<file path="config.mk">
export PLATFORM = sky130hd
export DESIGN_NAME = waveform_min_max_columns
export DESIGN_NICKNAME = d
export VERILOG_FILES = /design/src/hdl/wmm_pkg.sv /design/src/hdl/wmm_setup.sv /design/src/hdl/wmm_seq.sv /design/src/hdl/wmm_peak_mem.sv /design/src/hdl/waveform_min_max_columns.sv
export SDC_FILE = /design/constraint.sdc
export NUM_CORES = 2
export LEC_CHECK = 0
export ABC_AREA = 1
export BUFFER_PORTS_ARGS = -buffer_cell sky130_fd_sc_hd__buf_2
export CORE_AREA = 2 2 338 340
export CTS_CLUSTER_DIAMETER = 50
export DETAILED_ROUTE_END_ITERATION = 16
export DIE_AREA = 0 0 340 342
export HOLD_SLACK_MARGIN = 0.05
export PLACE_DENSITY = 0.74
export SLEW_MARGIN = 15
export SYNTH_ARGS = -nofsm -noshare
export SYNTH_HDL_FRONTEND = slang
export SYNTH_SLANG_ARGS = --single-unit
</file>
<file path="constraint.sdc">
create_clock -name clk_i -period 4.4 [get_ports clk_i]
set_clock_uncertainty 0.15 [all_clocks]
set_input_delay 0.44 -clock clk_i [delete_from_list [all_inputs] [get_ports clk_i]]
set_output_delay 0.44 -clock clk_i [all_outputs]
set_load 0.005 [all_outputs]
</file>
<file path="src/hdl/wmm_pkg.sv">
// Shared types and constants of the min/max waveform column block.
package wmm_pkg;

  // Fixed field widths of the register file and the column counters.
  localparam int unsigned COL_W      = 16;
  localparam int unsigned CNT_W      = 4;
  localparam int unsigned RANGE_W    = 32;
  localparam int unsigned CFG_IDX_W  = 2;
  localparam int unsigned CFG_DATA_W = 32;
  localparam int unsigned DIV_STEPS  = RANGE_W;
  localparam int unsigned STEP_W     = $clog2(DIV_STEPS);

  typedef enum logic [CFG_IDX_W-1:0] {
    CfgChannelCount     = 2'd0,
    CfgRangeFrames      = 2'd1,
    CfgRequestedColumns = 2'd2
  } cfg_reg_e;

  // Column split and channel setup, valid while ready is high.
  typedef struct packed {
    logic               ready;
    logic               range_zero;
    logic [CNT_W-1:0]   chans_m1;
    logic [COL_W-1:0]   cols_m1;
    logic [RANGE_W-1:0] base_span;
    logic [COL_W-1:0]   rem_cols;
  } setup_t;

  // One accepted sample's place in the view.
  typedef struct packed {
    logic             valid;
    logic             seed;
    logic             close;
    logic             view_end;
    logic [COL_W-1:0] col;
    logic [CNT_W-1:0] chan;
  } acc_t;

  // Emission state seen by the input side for the bank interlock.
  typedef struct packed {
    logic job_active;
    logic job_bank;
    logic pending;
  } busy_t;

endpackage

</file>
<file path="src/hdl/wmm_setup.sv">
// Configuration registers and the serial divider that splits the range into columns.
module wmm_setup #(
  parameter int unsigned MAX_CHANNELS = 8,
  parameter int unsigned MAX_COLUMNS  = 65535
) (
  input  logic                                clk_i,
  input  logic                                rst_ni,
  input  logic                                cfg_we_i,
  input  logic [wmm_pkg::CFG_IDX_W-1:0]       cfg_index_i,
  input  logic [wmm_pkg::CFG_DATA_W-1:0]      cfg_data_i,
  output wmm_pkg::setup_t                     setup_o
);

  localparam logic [31:0] MaxCols  = 32'(MAX_COLUMNS);
  localparam logic [31:0] MaxChans = 32'(MAX_CHANNELS);

  logic [wmm_pkg::CNT_W-1:0]   chan_cnt_q;
  logic [wmm_pkg::RANGE_W-1:0] range_q;
  logic [wmm_pkg::COL_W-1:0]   req_q;
  logic                        load_q;
  logic                        busy_q;
  logic [wmm_pkg::STEP_W-1:0]  step_q;
  logic [wmm_pkg::RANGE_W-1:0] quo_q;
  logic [wmm_pkg::COL_W-1:0]   rem_q;
  logic [wmm_pkg::COL_W-1:0]   cols_q;
  logic [wmm_pkg::CNT_W-1:0]   chans_m1_q;
  logic                        range_zero_q;

  logic [wmm_pkg::COL_W-1:0]   req_c;
  logic [wmm_pkg::COL_W-1:0]   cols_c;
  logic [wmm_pkg::CNT_W-1:0]   chans_c;
  logic [wmm_pkg::COL_W:0]     trial;
  logic [wmm_pkg::COL_W:0]     diff;
  logic                        fits;

  always_comb begin
    req_c = (req_q == '0) ? wmm_pkg::COL_W'(1) : req_q;
    if ({16'd0, req_c} > MaxCols) begin
      req_c = MaxCols[wmm_pkg::COL_W-1:0];
    end
    // Never more columns than frames; the range is then below 2^16.
    cols_c = ({16'd0, req_c} > range_q) ? range_q[wmm_pkg::COL_W-1:0] : req_c;
    chans_c = (chan_cnt_q == '0) ? wmm_pkg::CNT_W'(1) : chan_cnt_q;
    if ({28'd0, chans_c} > MaxChans) begin
      chans_c = MaxChans[wmm_pkg::CNT_W-1:0];
    end
  end

  // One quotient bit per cycle, restoring form.
  assign trial = {rem_q, quo_q[wmm_pkg::RANGE_W-1]};
  assign fits  = trial >= {1'b0, cols_q};
  assign diff  = trial - {1'b0, cols_q};

  always_ff @(posedge clk_i or negedge rst_ni) begin
    if (!rst_ni) begin
      chan_cnt_q   <= wmm_pkg::CNT_W'(1);
      range_q      <= wmm_pkg::RANGE_W'(1);
      req_q        <= wmm_pkg::COL_W'(1);
      load_q       <= 1'b1;
      busy_q       <= 1'b0;
      step_q       <= '0;
      quo_q        <= '0;
      rem_q        <= '0;
      cols_q       <= wmm_pkg::COL_W'(1);
      chans_m1_q   <= '0;
      range_zero_q <= 1'b0;
    end else if (cfg_we_i) begin
      case (wmm_pkg::cfg_reg_e'(cfg_index_i))
        wmm_pkg::CfgChannelCount:     chan_cnt_q <= cfg_data_i[wmm_pkg::CNT_W-1:0];
        wmm_pkg::CfgRangeFrames:      range_q    <= cfg_data_i[wmm_pkg::RANGE_W-1:0];
        wmm_pkg::CfgRequestedColumns: req_q      <= cfg_data_i[wmm_pkg::COL_W-1:0];
        default: begin
        end
      endcase
      load_q <= 1'b1;
      busy_q <= 1'b0;
    end else if (load_q) begin
      load_q       <= 1'b0;
      cols_q       <= cols_c;
      chans_m1_q   <= chans_c - wmm_pkg::CNT_W'(1);
      range_zero_q <= (range_q == '0);
      busy_q       <= (range_q != '0);
      step_q       <= '0;
      quo_q        <= range_q;
      rem_q        <= '0;
    end else if (busy_q) begin
      quo_q  <= {quo_q[wmm_pkg::RANGE_W-2:0], fits};
      rem_q  <= fits ? diff[wmm_pkg::COL_W-1:0] : trial[wmm_pkg::COL_W-1:0];
      step_q <= step_q + wmm_pkg::STEP_W'(1);
      if (step_q == wmm_pkg::STEP_W'(wmm_pkg::DIV_STEPS - 1)) begin
        busy_q <= 1'b0;
      end
    end
  end

  always_comb begin
    setup_o.ready      = !load_q && !busy_q;
    setup_o.range_zero = range_zero_q;
    setup_o.chans_m1   = chans_m1_q;
    setup_o.cols_m1    = cols_q - wmm_pkg::COL_W'(1);
    setup_o.base_span  = quo_q;
    setup_o.rem_cols   = rem_q;
  end

endmodule

</file>
<file path="src/hdl/wmm_seq.sv">
// Input sequencer: channel, frame and column counters and the input handshake.
module wmm_seq (
  input  logic            clk_i,
  input  logic            rst_ni,
  input  logic            cfg_we_i,
  input  wmm_pkg::setup_t setup_i,
  input  wmm_pkg::busy_t  busy_i,
  input  logic            in_valid_i,
  output logic            in_ready_o,
  output wmm_pkg::acc_t   acc_o
);

  logic [wmm_pkg::CNT_W-1:0]   ch_q;
  logic [wmm_pkg::CNT_W-1:0]   ch_d;
  logic [wmm_pkg::RANGE_W-1:0] frame_q;
  logic [wmm_pkg::RANGE_W-1:0] frame_d;
  logic [wmm_pkg::COL_W-1:0]   col_q;
  logic [wmm_pkg::COL_W-1:0]   col_d;

  logic                        accept;
  logic                        last_ch;
  logic                        close;
  logic                        view_end;
  logic [wmm_pkg::RANGE_W-1:0] span;
  logic [wmm_pkg::RANGE_W-1:0] frame_nx;

  // A column may not start refilling its bank while that bank is still being read out.
  assign in_ready_o = setup_i.ready && !busy_i.pending &&
                      !(busy_i.job_active && (busy_i.job_bank == col_q[0]));
  assign accept     = in_valid_i && in_ready_o;

  assign last_ch  = (ch_q == setup_i.chans_m1);
  assign span     = setup_i.base_span +
                    wmm_pkg::RANGE_W'(col_q < setup_i.rem_cols);
  assign frame_nx = frame_q + wmm_pkg::RANGE_W'(1);
  assign close    = last_ch && (frame_nx == span);
  assign view_end = (col_q == setup_i.cols_m1);

  always_comb begin
    ch_d    = ch_q;
    frame_d = frame_q;
    col_d   = col_q;
    if (accept && !setup_i.range_zero) begin
      if (!last_ch) begin
        ch_d = ch_q + wmm_pkg::CNT_W'(1);
      end else begin
        ch_d = '0;
        if (close) begin
          frame_d = '0;
          col_d   = view_end ? '0 : col_q + wmm_pkg::COL_W'(1);
        end else begin
          frame_d = frame_nx;
        end
      end
    end
  end

  always_ff @(posedge clk_i or negedge rst_ni) begin
    if (!rst_ni) begin
      ch_q    <= '0;
      frame_q <= '0;
      col_q   <= '0;
    end else if (cfg_we_i) begin
      ch_q    <= '0;
      frame_q <= '0;
      col_q   <= '0;
    end else begin
      ch_q    <= ch_d;
      frame_q <= frame_d;
      col_q   <= col_d;
    end
  end

  always_comb begin
    acc_o.valid    = accept && !setup_i.range_zero;
    acc_o.seed     = (frame_q == '0);
    acc_o.close    = close;
    acc_o.view_end = view_end;
    acc_o.col      = col_q;
    acc_o.chan     = ch_q;
  end

endmodule

</file>
<file path="src/hdl/wmm_peak_mem.sv">
// Min/max store with read-modify-write update and the column readout to the output register.
module wmm_peak_mem #(
  parameter int unsigned MAX_CHANNELS = 8,
  parameter int unsigned SAMPLE_BITS  = 24,
  localparam int unsigned ChW = (MAX_CHANNELS > 1) ? $clog2(MAX_CHANNELS) : 1
) (
  input  logic                          clk_i,
  input  logic                          rst_ni,
  input  wmm_pkg::setup_t               setup_i,
  input  wmm_pkg::acc_t                 acc_i,
  input  logic signed [SAMPLE_BITS-1:0] sample_i,
  output wmm_pkg::busy_t                busy_o,
  output logic                          out_valid_o,
  input  logic                          out_ready_i,
  output logic [wmm_pkg::COL_W-1:0]     out_col_o,
  output logic [ChW-1:0]                out_ch_o,
  output logic signed [SAMPLE_BITS-1:0] out_min_o,
  output logic signed [SAMPLE_BITS-1:0] out_max_o,
  output logic                          out_last_col_o,
  output logic                          out_last_view_o
);

  localparam int unsigned AddrW = ChW + 1;
  localparam int unsigned Depth = 1 << AddrW;
  localparam int unsigned WordW = 2 * SAMPLE_BITS;

  // Two banks by column parity: one fills while the other is read out.
  logic [WordW-1:0] mem [Depth];

  logic [AddrW-1:0]              addr_a;
  logic [WordW-1:0]              rd_a_q;
  logic [WordW-1:0]              rd_b_q;

  logic                          s1_valid_q;
  logic [AddrW-1:0]              s1_addr_q;
  logic signed [SAMPLE_BITS-1:0] s1_sample_q;
  logic                          s1_seed_q;
  logic                          s1_close_q;
  logic [wmm_pkg::COL_W-1:0]     s1_col_q;
  logic                          s1_view_q;

  logic                          fwd_valid_q;
  logic [AddrW-1:0]              fwd_addr_q;
  logic [WordW-1:0]              fwd_data_q;

  logic [WordW-1:0]              old_word;
  logic signed [SAMPLE_BITS-1:0] old_min;
  logic signed [SAMPLE_BITS-1:0] old_max;
  logic signed [SAMPLE_BITS-1:0] new_min;
  logic signed [SAMPLE_BITS-1:0] new_max;
  logic [WordW-1:0]              new_word;

  logic                          job_active_q;
  logic [wmm_pkg::COL_W-1:0]     job_col_q;
  logic                          job_view_q;
  logic [ChW-1:0]                ech_q;
  logic                          pend_valid_q;
  logic [wmm_pkg::COL_W-1:0]     pend_col_q;
  logic                          pend_view_q;

  logic                          e1_valid_q;
  logic [wmm_pkg::COL_W-1:0]     e1_col_q;
  logic [ChW-1:0]                e1_ch_q;
  logic                          e1_lcol_q;
  logic                          e1_lview_q;

  logic                          m_valid_q;
  logic [wmm_pkg::COL_W-1:0]     m_col_q;
  logic [ChW-1:0]                m_ch_q;
  logic signed [SAMPLE_BITS-1:0] m_min_q;
  logic signed [SAMPLE_BITS-1:0] m_max_q;
  logic                          m_lcol_q;
  logic                          m_lview_q;

  logic [ChW-1:0]                chans_m1;
  logic                          job_last;
  logic                          e1_adv;
  logic                          issue;
  logic                          job_free;

  assign chans_m1 = ChW'(setup_i.chans_m1);
  assign addr_a   = {acc_i.col[0], ChW'(acc_i.chan)};

  // The previous cycle's write is not yet visible in the read data.
  assign old_word = (fwd_valid_q && (fwd_addr_q == s1_addr_q)) ? fwd_data_q : rd_a_q;
  assign old_min  = old_word[SAMPLE_BITS-1:0];
  assign old_max  = old_word[WordW-1:SAMPLE_BITS];

  always_comb begin
    if (s1_seed_q) begin
      new_min = s1_sample_q;
      new_max = s1_sample_q;
    end else begin
      new_min = (s1_sample_q < old_min) ? s1_sample_q : old_min;
      new_max = (s1_sample_q > old_max) ? s1_sample_q : old_max;
    end
  end
  assign new_word = {new_max, new_min};

  assign job_last = (ech_q == chans_m1);
  assign e1_adv   = e1_valid_q && (!m_valid_q || out_ready_i);
  assign issue    = job_active_q && (!e1_valid_q || e1_adv);
  assign job_free = !job_active_q || (issue && job_last);

  always_ff @(posedge clk_i) begin
    if (acc_i.valid) begin
      rd_a_q <= mem[addr_a];
    end
    if (issue) begin
      rd_b_q <= mem[{job_col_q[0], ech_q}];
    end
    if (s1_valid_q) begin
      mem[s1_addr_q] <= new_word;
    end
  end

  always_ff @(posedge clk_i) begin
    s1_addr_q   <= addr_a;
    s1_sample_q <= sample_i;
    s1_seed_q   <= acc_i.seed;
    s1_close_q  <= acc_i.close;
    s1_col_q    <= acc_i.col;
    s1_view_q   <= acc_i.view_end;
    fwd_addr_q  <= s1_addr_q;
    fwd_data_q  <= new_word;
  end

  always_ff @(posedge clk_i or negedge rst_ni) begin
    if (!rst_ni) begin
      s1_valid_q  <= 1'b0;
      fwd_valid_q <= 1'b0;
    end else begin
      s1_valid_q  <= acc_i.valid;
      fwd_valid_q <= s1_valid_q;
    end
  end

  // Readout jobs: one active, one waiting behind it.
  always_ff @(posedge clk_i or negedge rst_ni) begin
    if (!rst_ni) begin
      job_active_q <= 1'b0;
      job_col_q    <= '0;
      job_view_q   <= 1'b0;
      ech_q        <= '0;
      pend_valid_q <= 1'b0;
      pend_col_q   <= '0;
      pend_view_q  <= 1'b0;
    end else begin
      if (issue) begin
        ech_q <= job_last ? '0 : ech_q + ChW'(1);
      end
      if (job_free) begin
        if (pend_valid_q) begin
          job_active_q <= 1'b1;
          job_col_q    <= pend_col_q;
          job_view_q   <= pend_view_q;
          pend_valid_q <= s1_valid_q && s1_close_q;
          pend_col_q   <= s1_col_q;
          pend_view_q  <= s1_view_q;
        end else if (s1_valid_q && s1_close_q) begin
          job_active_q <= 1'b1;
          job_col_q    <= s1_col_q;
          job_view_q   <= s1_view_q;
        end else begin
          job_active_q <= 1'b0;
        end
      end else if (s1_valid_q && s1_close_q) begin
        pend_valid_q <= 1'b1;
        pend_col_q   <= s1_col_q;
        pend_view_q  <= s1_view_q;
      end
    end
  end

  always_ff @(posedge clk_i) begin
    if (issue) begin
      e1_col_q   <= job_col_q;
      e1_ch_q    <= ech_q;
      e1_lcol_q  <= job_last;
      e1_lview_q <= job_last && job_view_q;
    end
    if (e1_adv) begin
      m_col_q   <= e1_col_q;
      m_ch_q    <= e1_ch_q;
      m_min_q   <= rd_b_q[SAMPLE_BITS-1:0];
      m_max_q   <= rd_b_q[WordW-1:SAMPLE_BITS];
      m_lcol_q  <= e1_lcol_q;
      m_lview_q <= e1_lview_q;
    end
  end

  always_ff @(posedge clk_i or negedge rst_ni) begin
    if (!rst_ni) begin
      e1_valid_q <= 1'b0;
      m_valid_q  <= 1'b0;
    end else begin
      if (issue) begin
        e1_valid_q <= 1'b1;
      end else if (e1_adv) begin
        e1_valid_q <= 1'b0;
      end
      if (e1_adv) begin
        m_valid_q <= 1'b1;
      end else if (out_ready_i) begin
        m_valid_q <= 1'b0;
      end
    end
  end

  always_comb begin
    busy_o.job_active = job_active_q;
    busy_o.job_bank   = job_col_q[0];
    busy_o.pending    = pend_valid_q;
  end

  assign out_valid_o     = m_valid_q;
  assign out_col_o       = m_col_q;
  assign out_ch_o        = m_ch_q;
  assign out_min_o       = m_min_q;
  assign out_max_o       = m_max_q;
  assign out_last_col_o  = m_lcol_q;
  assign out_last_view_o = m_lview_q;

endmodule

</file>
<file path="src/hdl/waveform_min_max_columns.sv">
// Min/max waveform column reduction: channel-interleaved samples in, per-column peaks out.
//
// Samples enter on the s_axis word stream, channels interleaved frame by frame, from the
// first frame of the range. The range is split into min(requested, frames) columns; the
// first (frames mod columns) columns are one frame longer. When a column's last sample is
// taken, one word per channel leaves on m_axis in channel order: tuser marks the last
// channel of a column, tlast the very last word of the range. After the range's last
// sample is taken, the next sample starts a new pass.
// After a column's closing sample is accepted, its words pass the write stage, the readout
// job register, the read stage and the output register. Output moves one word per cycle
// while m_axis_tready is high. Input takes one word per cycle too, except that a column
// may not start in a bank whose readout is still running.
// Reset and every register write restart the pass and run a one-bit-per-cycle divider for
// the column split; s_axis_tready stays low while it runs.
// When m_axis stalls, finished words wait in the output register and one staging word;
// the input keeps flowing until a column needs the bank being drained, or until a second
// finished column is queued behind the readout. Registers are written by the user through
// cfg_we_i, cfg_index_i and cfg_data_i only while idle; the block does not enforce it.
module waveform_min_max_columns #(
  parameter int unsigned MAX_CHANNELS = 8,
  parameter int unsigned MAX_COLUMNS  = 65535,
  parameter int unsigned SAMPLE_BITS  = 24,
  localparam int unsigned ChW   = (MAX_CHANNELS > 1) ? $clog2(MAX_CHANNELS) : 1,
  localparam int unsigned InTdW = ((SAMPLE_BITS + 7) / 8) * 8,
  localparam int unsigned OutW  = wmm_pkg::COL_W + ChW + 2 * SAMPLE_BITS,
  localparam int unsigned OutTdW = ((OutW + 7) / 8) * 8
) (
  input  logic                             clk_i,
  input  logic                             rst_ni,
  input  logic                             cfg_we_i,
  input  logic [wmm_pkg::CFG_IDX_W-1:0]    cfg_index_i,
  input  logic [wmm_pkg::CFG_DATA_W-1:0]   cfg_data_i,
  input  logic                             s_axis_tvalid,
  output logic                             s_axis_tready,
  input  logic [InTdW-1:0]                 s_axis_tdata,  // sample
  output logic                             m_axis_tvalid,
  input  logic                             m_axis_tready,
  output logic [OutTdW-1:0]                m_axis_tdata,  // column_index, channel_index,
                                                          // peak_minimum, peak_maximum
  output logic                             m_axis_tuser,  // last_of_column
  output logic                             m_axis_tlast   // last_of_view
);

  wmm_pkg::setup_t               setup;
  wmm_pkg::busy_t                busy;
  wmm_pkg::acc_t                 acc;
  logic [wmm_pkg::COL_W-1:0]     out_col;
  logic [ChW-1:0]                out_ch;
  logic signed [SAMPLE_BITS-1:0] out_min;
  logic signed [SAMPLE_BITS-1:0] out_max;

  wmm_setup #(
    .MAX_CHANNELS (MAX_CHANNELS),
    .MAX_COLUMNS  (MAX_COLUMNS)
  ) u_setup (
    .clk_i       (clk_i),
    .rst_ni      (rst_ni),
    .cfg_we_i    (cfg_we_i),
    .cfg_index_i (cfg_index_i),
    .cfg_data_i  (cfg_data_i),
    .setup_o     (setup)
  );

  wmm_seq u_seq (
    .clk_i      (clk_i),
    .rst_ni     (rst_ni),
    .cfg_we_i   (cfg_we_i),
    .setup_i    (setup),
    .busy_i     (busy),
    .in_valid_i (s_axis_tvalid),
    .in_ready_o (s_axis_tready),
    .acc_o      (acc)
  );

  wmm_peak_mem #(
    .MAX_CHANNELS (MAX_CHANNELS),
    .SAMPLE_BITS  (SAMPLE_BITS)
  ) u_peak_mem (
    .clk_i           (clk_i),
    .rst_ni          (rst_ni),
    .setup_i         (setup),
    .acc_i           (acc),
    .sample_i        (s_axis_tdata[SAMPLE_BITS-1:0]),
    .busy_o          (busy),
    .out_valid_o     (m_axis_tvalid),
    .out_ready_i     (m_axis_tready),
    .out_col_o       (out_col),
    .out_ch_o        (out_ch),
    .out_min_o       (out_min),
    .out_max_o       (out_max),
    .out_last_col_o  (m_axis_tuser),
    .out_last_view_o (m_axis_tlast)
  );

  assign m_axis_tdata = OutTdW'({out_max, out_min, out_ch, out_col});

endmodule
</file>
Word-level counts from Yosys, hierarchy flattened
Memories as Yosys holds them, arrays and structs flattened. A register that Yosys moved wholly into a read port is not among the register bits.
Cells that the tools add are included.
W data, S select, Z words.
{"block": "classes", "n_lt_le_gt_ge": 6, "add_sub_neg": 9, "muxes": 53, "n_reduce_logical": 47, "eq_ne": 10, "n_bitwise": 1}
{"operator": "$mux W16", "n": 14}
{"operator": "$mux W32", "n": 6}
{"operator": "$mux W24", "n": 4}
{"operator": "$logic_not A32 Y1", "n": 2}
{"operator": "$mux W48", "n": 1}
{"operator": "$add A32 B1 Y32", "n": 1}
{"operator": "$add A32 B1 Y32 const B", "n": 1}
{"operator": "$eq A32 B32 Y1", "n": 1}
{"operator": "$gt A16 B32 Y1", "n": 1}
{"operator": "$reduce_bool A32 Y1", "n": 1}
{"operator": "$gt A24 B24 Y1", "n": 1}
{"operator": "$lt A24 B24 Y1", "n": 1}
{"operator": "$mux W1", "n": 20}
{"operator": "$mux W4", "n": 5}
{"operator": "$ge A17 B16 Y1", "n": 1}
{"operator": "$add A16 B1 Y16 const B", "n": 1}
{"operator": "$eq A16 B16 Y1", "n": 1}
{"operator": "$logic_not A16 Y1", "n": 1}
{"operator": "$lt A16 B16 Y1", "n": 1}
{"operator": "$reduce_and A2 Y1", "n": 8}
{"operator": "$reduce_bool A2 Y1", "n": 8}
{"operator": "$sub A16 B1 Y16 const B", "n": 1}
{"operator": "$sub A16 B16 Y16", "n": 1}
{"operator": "$logic_and A1 B1 Y1", "n": 13}
{"operator": "other kinds (20)", "n": 31}
{"block": "totals", "memories": 1, "wordCells": 170, "out_inout_bits": 76, "regBits": 412, "ramBits": 768}
{"name": "u_peak_mem.mem", "words": 16, "word_bits": 48, "rd": 2, "rd_clocked_by_memory_dff": 2, "wr": 1, "line": "wmm_peak_mem.sv:28", "rtl": "logic [WordW-1:0] mem [Depth];"}

Longest topological paths before layout
{"block": "logic_depth", "depth_word": 9, "ltp_mapped": 31}

Modules after synthesis
From an unflattened synthesis, not the netlist that was laid out.
{"block": "hier_totals", "cells_unflattened": 6742, "area_unflattened_um2": 62952.9}
{"mod": "wmm_peak_mem", "area_per_inst_um2": 48951.9, "cells_per_inst": 4601, "n_inst": 1}
{"mod": "wmm_setup", "area_per_inst_um2": 7541.0, "cells_per_inst": 1000, "n_inst": 1}
{"mod": "wmm_seq", "area_per_inst_um2": 6418.7, "cells_per_inst": 1135, "n_inst": 1}
{"mod": "waveform_min_max_columns", "area_per_inst_um2": 41.3, "cells_per_inst": 6, "n_inst": 1}

Least setup slack after synthesis
No wires, ideal clock.
{"block": "synth_timing", "path_kind": "input port to flip-flop", "start": "input port m_axis_tready", "end": "register u_peak_mem.m_ch_q[0], in the netlist u_peak_mem.out_ch_o[0], enable pin", "path_stages": 2, "arrival_ns": 3.830, "slack_ns": -0.099, "setup_ns": 0.519, "cell_sequence": "inv_1 > a21oi_1"}
{"block": "synth_between", "elab_chain_len": 2}
{"item": "from (decl)", "line": "waveform_min_max_columns.sv:37", "rtl": "input logic m_axis_tready,"}
{"item": "$logic_or A1 B1 Y1", "line": "wmm_peak_mem.sv:101", "rtl": "assign e1_adv = e1_valid_q && (!m_valid_q || out_ready_i);"}
{"item": "$logic_and A1 B1 Y1", "line": "wmm_peak_mem.sv:101"}
{"item": "named net u_peak_mem.e1_adv", "line": "wmm_peak_mem.sv:77", "rtl": "logic e1_adv;"}
{"item": "to (signal assigned)", "line": "wmm_peak_mem.sv:184", "rtl": "m_ch_q <= e1_ch_q;"}
{"item": "to (decl)", "line": "wmm_peak_mem.sv:69", "rtl": "logic [ChW-1:0] m_ch_q;"}
The timed path passes the listed nets, and every way through them passes these cells.
A chain may end at the register's enable or synchronous reset.

Final worst setup path
{"block": "layout_timing", "start": "register u_setup.rem_q[1] (netlist name)", "end": "register u_seq.frame_q[19] (netlist name)"}
{"block": "layout_between", "elab_chain_len": 8}
{"item": "from (decl)", "line": "wmm_setup.sv:24", "rtl": "logic [wmm_pkg::COL_W-1:0] rem_q;"}
{"item": "from (signal assigned)", "line": "wmm_setup.sv:88", "rtl": "rem_q <= fits ? diff[wmm_pkg::COL_W-1:0] : trial[wmm_pkg::COL_W-1:0];"}
{"item": "$lt A16 B16 Y1", "line": "wmm_seq.sv:34", "rtl": "wmm_pkg::RANGE_W'(col_q < setup_i.rem_cols);"}
{"item": "$add A32 B1 Y32", "line": "wmm_seq.sv:33", "rtl": "assign span = setup_i.base_span +"}
{"item": "$eq A32 B32 Y1", "line": "wmm_seq.sv:36", "rtl": "assign close = last_ch && (frame_nx == span);"}
{"item": "$logic_and A1 B1 Y1", "line": "wmm_seq.sv:36"}
{"item": "$mux W32", "line": "wmm_seq.sv:48", "rtl": "if (close) begin"}
{"item": "$mux W32", "line": "wmm_seq.sv:44", "rtl": "if (!last_ch) begin"}
{"item": "$mux W32", "line": "wmm_seq.sv:43", "rtl": "if (accept && !setup_i.range_zero) begin"}
{"item": "$mux W32", "line": "wmm_seq.sv:63", "rtl": "end else if (cfg_we_i) begin"}
{"item": "to (signal assigned)", "line": "wmm_seq.sv:69", "rtl": "frame_q <= frame_d;"}
{"item": "to (decl)", "line": "wmm_seq.sv:15", "rtl": "logic [wmm_pkg::RANGE_W-1:0] frame_q;"}
Every way passes these cells. The select of a mux whose other input is x is not followed.

==> impl_metrics.py <==
metrics = {
    "setup_path": {
        "setup.worst_path.class": "flop to flop",
        "required_ns": 4.87,
        "path_max_fanout": 16,
        "cp-end-kind": "flop",
        "max_stage_delay_ns": 0.39,
        "path_common_cell": "nand2_1",
        "cp.arrival_ns": 4.86,
        "start_kind": "flop",
        "cp.buffers_inverters": 6,
        "slowest_stage": "dfrtp_1",
        "crit_family": "simple AND/OR/NAND/NOR gates",
    },
    "clock_tree": {
        "numCtsBuffers": 143,
        "cts.sinks": 1275,
        "clk_pin_slew_ns": 0.06,
        "clkLatencyLatePin_ns": 0.76,
        "htree_levels": 4,
        "cts_root_buffer": "clkbuf_16",
        "tritoncts": "built",
        "clk_path_buf_depth": 3,
    },
    "route": {
        "routed_wirelength_um": 186000,
        "drc": 0,
        "initialDrtViolationCount": 7172,
        "via_count": 49900,
        "firstDrtPassIters": 8,
        "routedWlPerCell_um": 23.0,
        "via_per_inst": 6.18,
        "antenna_left": 0,
    },
    "logic_synthesis": {
        "synthesis.area_um2": 61400,
        "synth_area_per_cell_um2": 9.68,
        "yosys.area_share.simple_pct": 14.4,
        "synth-seq-cells": 1275,
        "synth.distinct_cells": 65,
        "synth_top_family_by_area": "compound AO/OA/AOI/OAI gates",
        "synth_compound_area_share_pct": 16.3,
        "synthCells": 6342,
        "yosys.area.top_type_share_pct": 46.7,
        "yosys_warnings": 0,
        "ys.flop_type": "edfxtp_1",
        "synth_mux_area_share_pct": 0.946,
        "yosysSeqAreaShare_pct": 59.0,
        "synth_area_leaders": "edfxtp_1 (47%), dfrtp_1 (8.9%), nand2_1 (7.1%)",
        "synth_area_leader_cell": "edfxtp_1",
        "synth_xor_xnor_area_share_pct": 1.26,
        "synthArstFlopShare_pct": 17.5,
        "synth_edf_count": 954,
        "synth_fa_ha_area_share_pct": 2.17,
    },
    "sta": {
        "min_period_over_period_pct": 99.9,
        "holdWs_ns": 0.127,
        "finalCriticalPeriod_ns": 4.39,
        "finalMaxSlewViolations": 0,
        "fmax_mhz": 228,
        "finalHoldViolCount": 0,
        "slew_headroom_pct": 4.58,
        "worst_slew_pin_slew_ns": 1.43,
        "finalWorstSetupSlack_ns": 0.00647,
        "rsz0062_at_grt": "yes",
        "setup_violations": 0,
        "tns_ns": 0,
    },
    "die": {
        "die_h_um": 342,
        "die_w_um": 340,
        "dieArea_um2": 116000,
        "io_pins": 139,
        "start_util_pct": 54.3,
        "core-area_um2": 113000,
        "rows": 124,
    },
    "cells_and_area": {
        "area_growth_pct": 13.8,
        "final_util_pct": 61.7,
        "drive_gt1_share_pct": 10.7,
        "fill_cells": 8846,
        "nNetsFinal": 6610,
    },
    "power_and_ir_drop": {
        "total_leakage_power_nw": 27.0,
        "ir_worst_vdd_uv": 540,
        "switching_share_pct": 34.8,
        "p_sw_mw": 13.6,
        "p_int_mw": 25.5,
        "p_per_area_nw_per_um2": 559,
        "power.total_mw": 39.1,
        "power.share.clock_pct": 30.8,
        "combPwrFrac_pct": 28.4,
        "power.share.sequential_pct": 40.8,
    },
    "placed_design": {
        "dp_hpwl_um": 108000,
        "place_ws_ns": -0.259,
        "portBuffers": 133,
        "gp_congestion": 0.925,
    },
    "grt": {
        "overflow": 0,
        "grt_pass1_vias": 47500,
        "antenna_found_initial": 1,
        "grt_max_degree": 217,
        "grt_pass1_wl_um": 279000,
        "grt_use_total_pct": 31.2,
    },
    "worst_hold_path": {
        "hold_path_class": "input port to flop",
    },
    "run_status": {
        "run_status": "complete, no violations",
    },
    "flow_run": {
        "drv_cap": 0,
    },
}
-- per-layer routing --
metal / share of wire (%) / up-vias / track usage [%]
met1: 38 / 23800 / 41.7
met5: 0 / - / 0
met2: 46 / 3008 / 49.9
met3: 10 / 584 / 4.98
li1: - / 22500 / -
met4: 4.8 / 0 / 15.0
-- sequential cells by signal, summed over array words and instances, names as in the netlist, 24 cells and up --
register and flops:
u_peak_mem.mem 768, u_peak_mem.fwd_data_q 48, u_peak_mem.rd_a_q 48, u_peak_mem.rd_b_q 48, u_seq.frame_q 32, u_setup.quo_q 32, u_setup.range_q 32, u_peak_mem.out_max_o 24
u_peak_mem.out_min_o 24, u_peak_mem.s1_sample_q 24
-- layout by cell type (no fill, tap or decap), drive strengths merged, types with 95 or more instances in the layout --
cell and n:
edfxtp 954, buf 298, nand2 1175, nand3 263, dfxtp 98, dfrtp 218
inv 558, a21oi 436, o21ai 837, ha 105, o211ai 201, nor2 530
o2111ai 95, clkbuf 187
-- worst reg2reg max path, delay by kind of cell (launching register included) --
kind                       cells  cell delay (ns)
and+or+nand+nor               15             1.49
AOI/OAI and AO/OA              7             0.97
adders and majority gates      3             0.52
DFF                            1             0.39
buffers and inverters          6             0.75
-- area by class of cell --
type | count | area, µm² | area share, %
Clock inverter | 78 | 795 | 1.14
Inverter | 546 | 2070 | 2.97
Clock buffer | 186 | 4000 | 5.72
Antenna cell | 1 | 2.50 | 0.00358
Tap cell | 1512 | 1890 | 2.71
Timing Repair Buffer | 360 | 2930 | 4.19
Sequential cell | 1275 | 36200 | 51.9
Multi-Input combinational cell | 4115 | 21900 | 31.4
-- power groups by stage --
stage	logic, mW	clock network [mW]	registers [mW]
2_1_floorplan	7.11	0	15.8
3_3_place_gp	10.4	0	16.1
3_5_place_dp	10.7	0	16.2
4_1_cts	10.8	12.1	15.9
5_1_grt	12.1	12.6	16.1
6_report	11.1	12.0	16.0
-- synth_stat cells, types with 22 or more instances --
cell and n:
dfxtp_1 98, clkbuf_1 350, buf_1 39, nor3_1 35, nand4_1 59, o2111ai_1 95, ha_1 105, nor2_1 514
nor4_1 23, o22ai_1 53, nand3_1 259, o21ai_0 830, mux2i_1 22, mux2_2 32, dfrtp_1 218, nand3b_1 27
a21oi_1 436, xor2_1 63, edfxtp_1 954, a22oi_1 30, nand2_1 1164, inv_1 530, o211ai_1 201, xnor2_1 25
-- what timing repair did --
item                                    in CTS  in global routing
gates resized for setup                      9                 46
pin swaps                                    1                 28
buffers inserted                             0                  5
gates cloned                                 1                  2
endpoints found under the hold margin      190                  0
endpoints found under the setup margin      48                 94
hold buffers                                61                  0
-- kinds of logic (layout without fill, tap and decap cells) --
kind of cell / count (synthesis) / after routing
fa+ha+maj: 106 / 106
flops: 1275 / 1275
compound gates: 1737 / 1737
other cells: 1 / 6
mux: 54 / 54
simple gates: 2124 / 2125
buf+inv: 957 / 1170
xor+xnor: 88 / 88
-- path summary, 6_finish.rpt --
check	startpoint	endpoint	slack, ns	cells after the start
max in group asynchronous	rst_ni	u_peak_mem.job_view_q	3.00	3
min in group asynchronous	rst_ni	u_setup.range_q[24]	0.17	2
min reg2reg	u_peak_mem.s1_addr_q[2]	u_peak_mem.fwd_addr_q[2]	0.25	0
min	s_axis_tvalid	u_seq.ch_q[3]	0.13	4
max reg2reg	u_setup.rem_q[1]	u_seq.frame_q[19]	0.006	31
max	u_setup.rem_q[1]	u_seq.frame_q[19]	0.006	31
-- per-stage QoR --
stage	instances	cell area, µm²
2_1_floorplan	6346	61400
3_3_place_gp	7739	64100
3_5_place_dp	7739	64100
4_1_cts	8065	69600
5_1_grt	8072	69800
6_report	8073	69800
No activity file was read; power rests on OpenSTA's default activity.
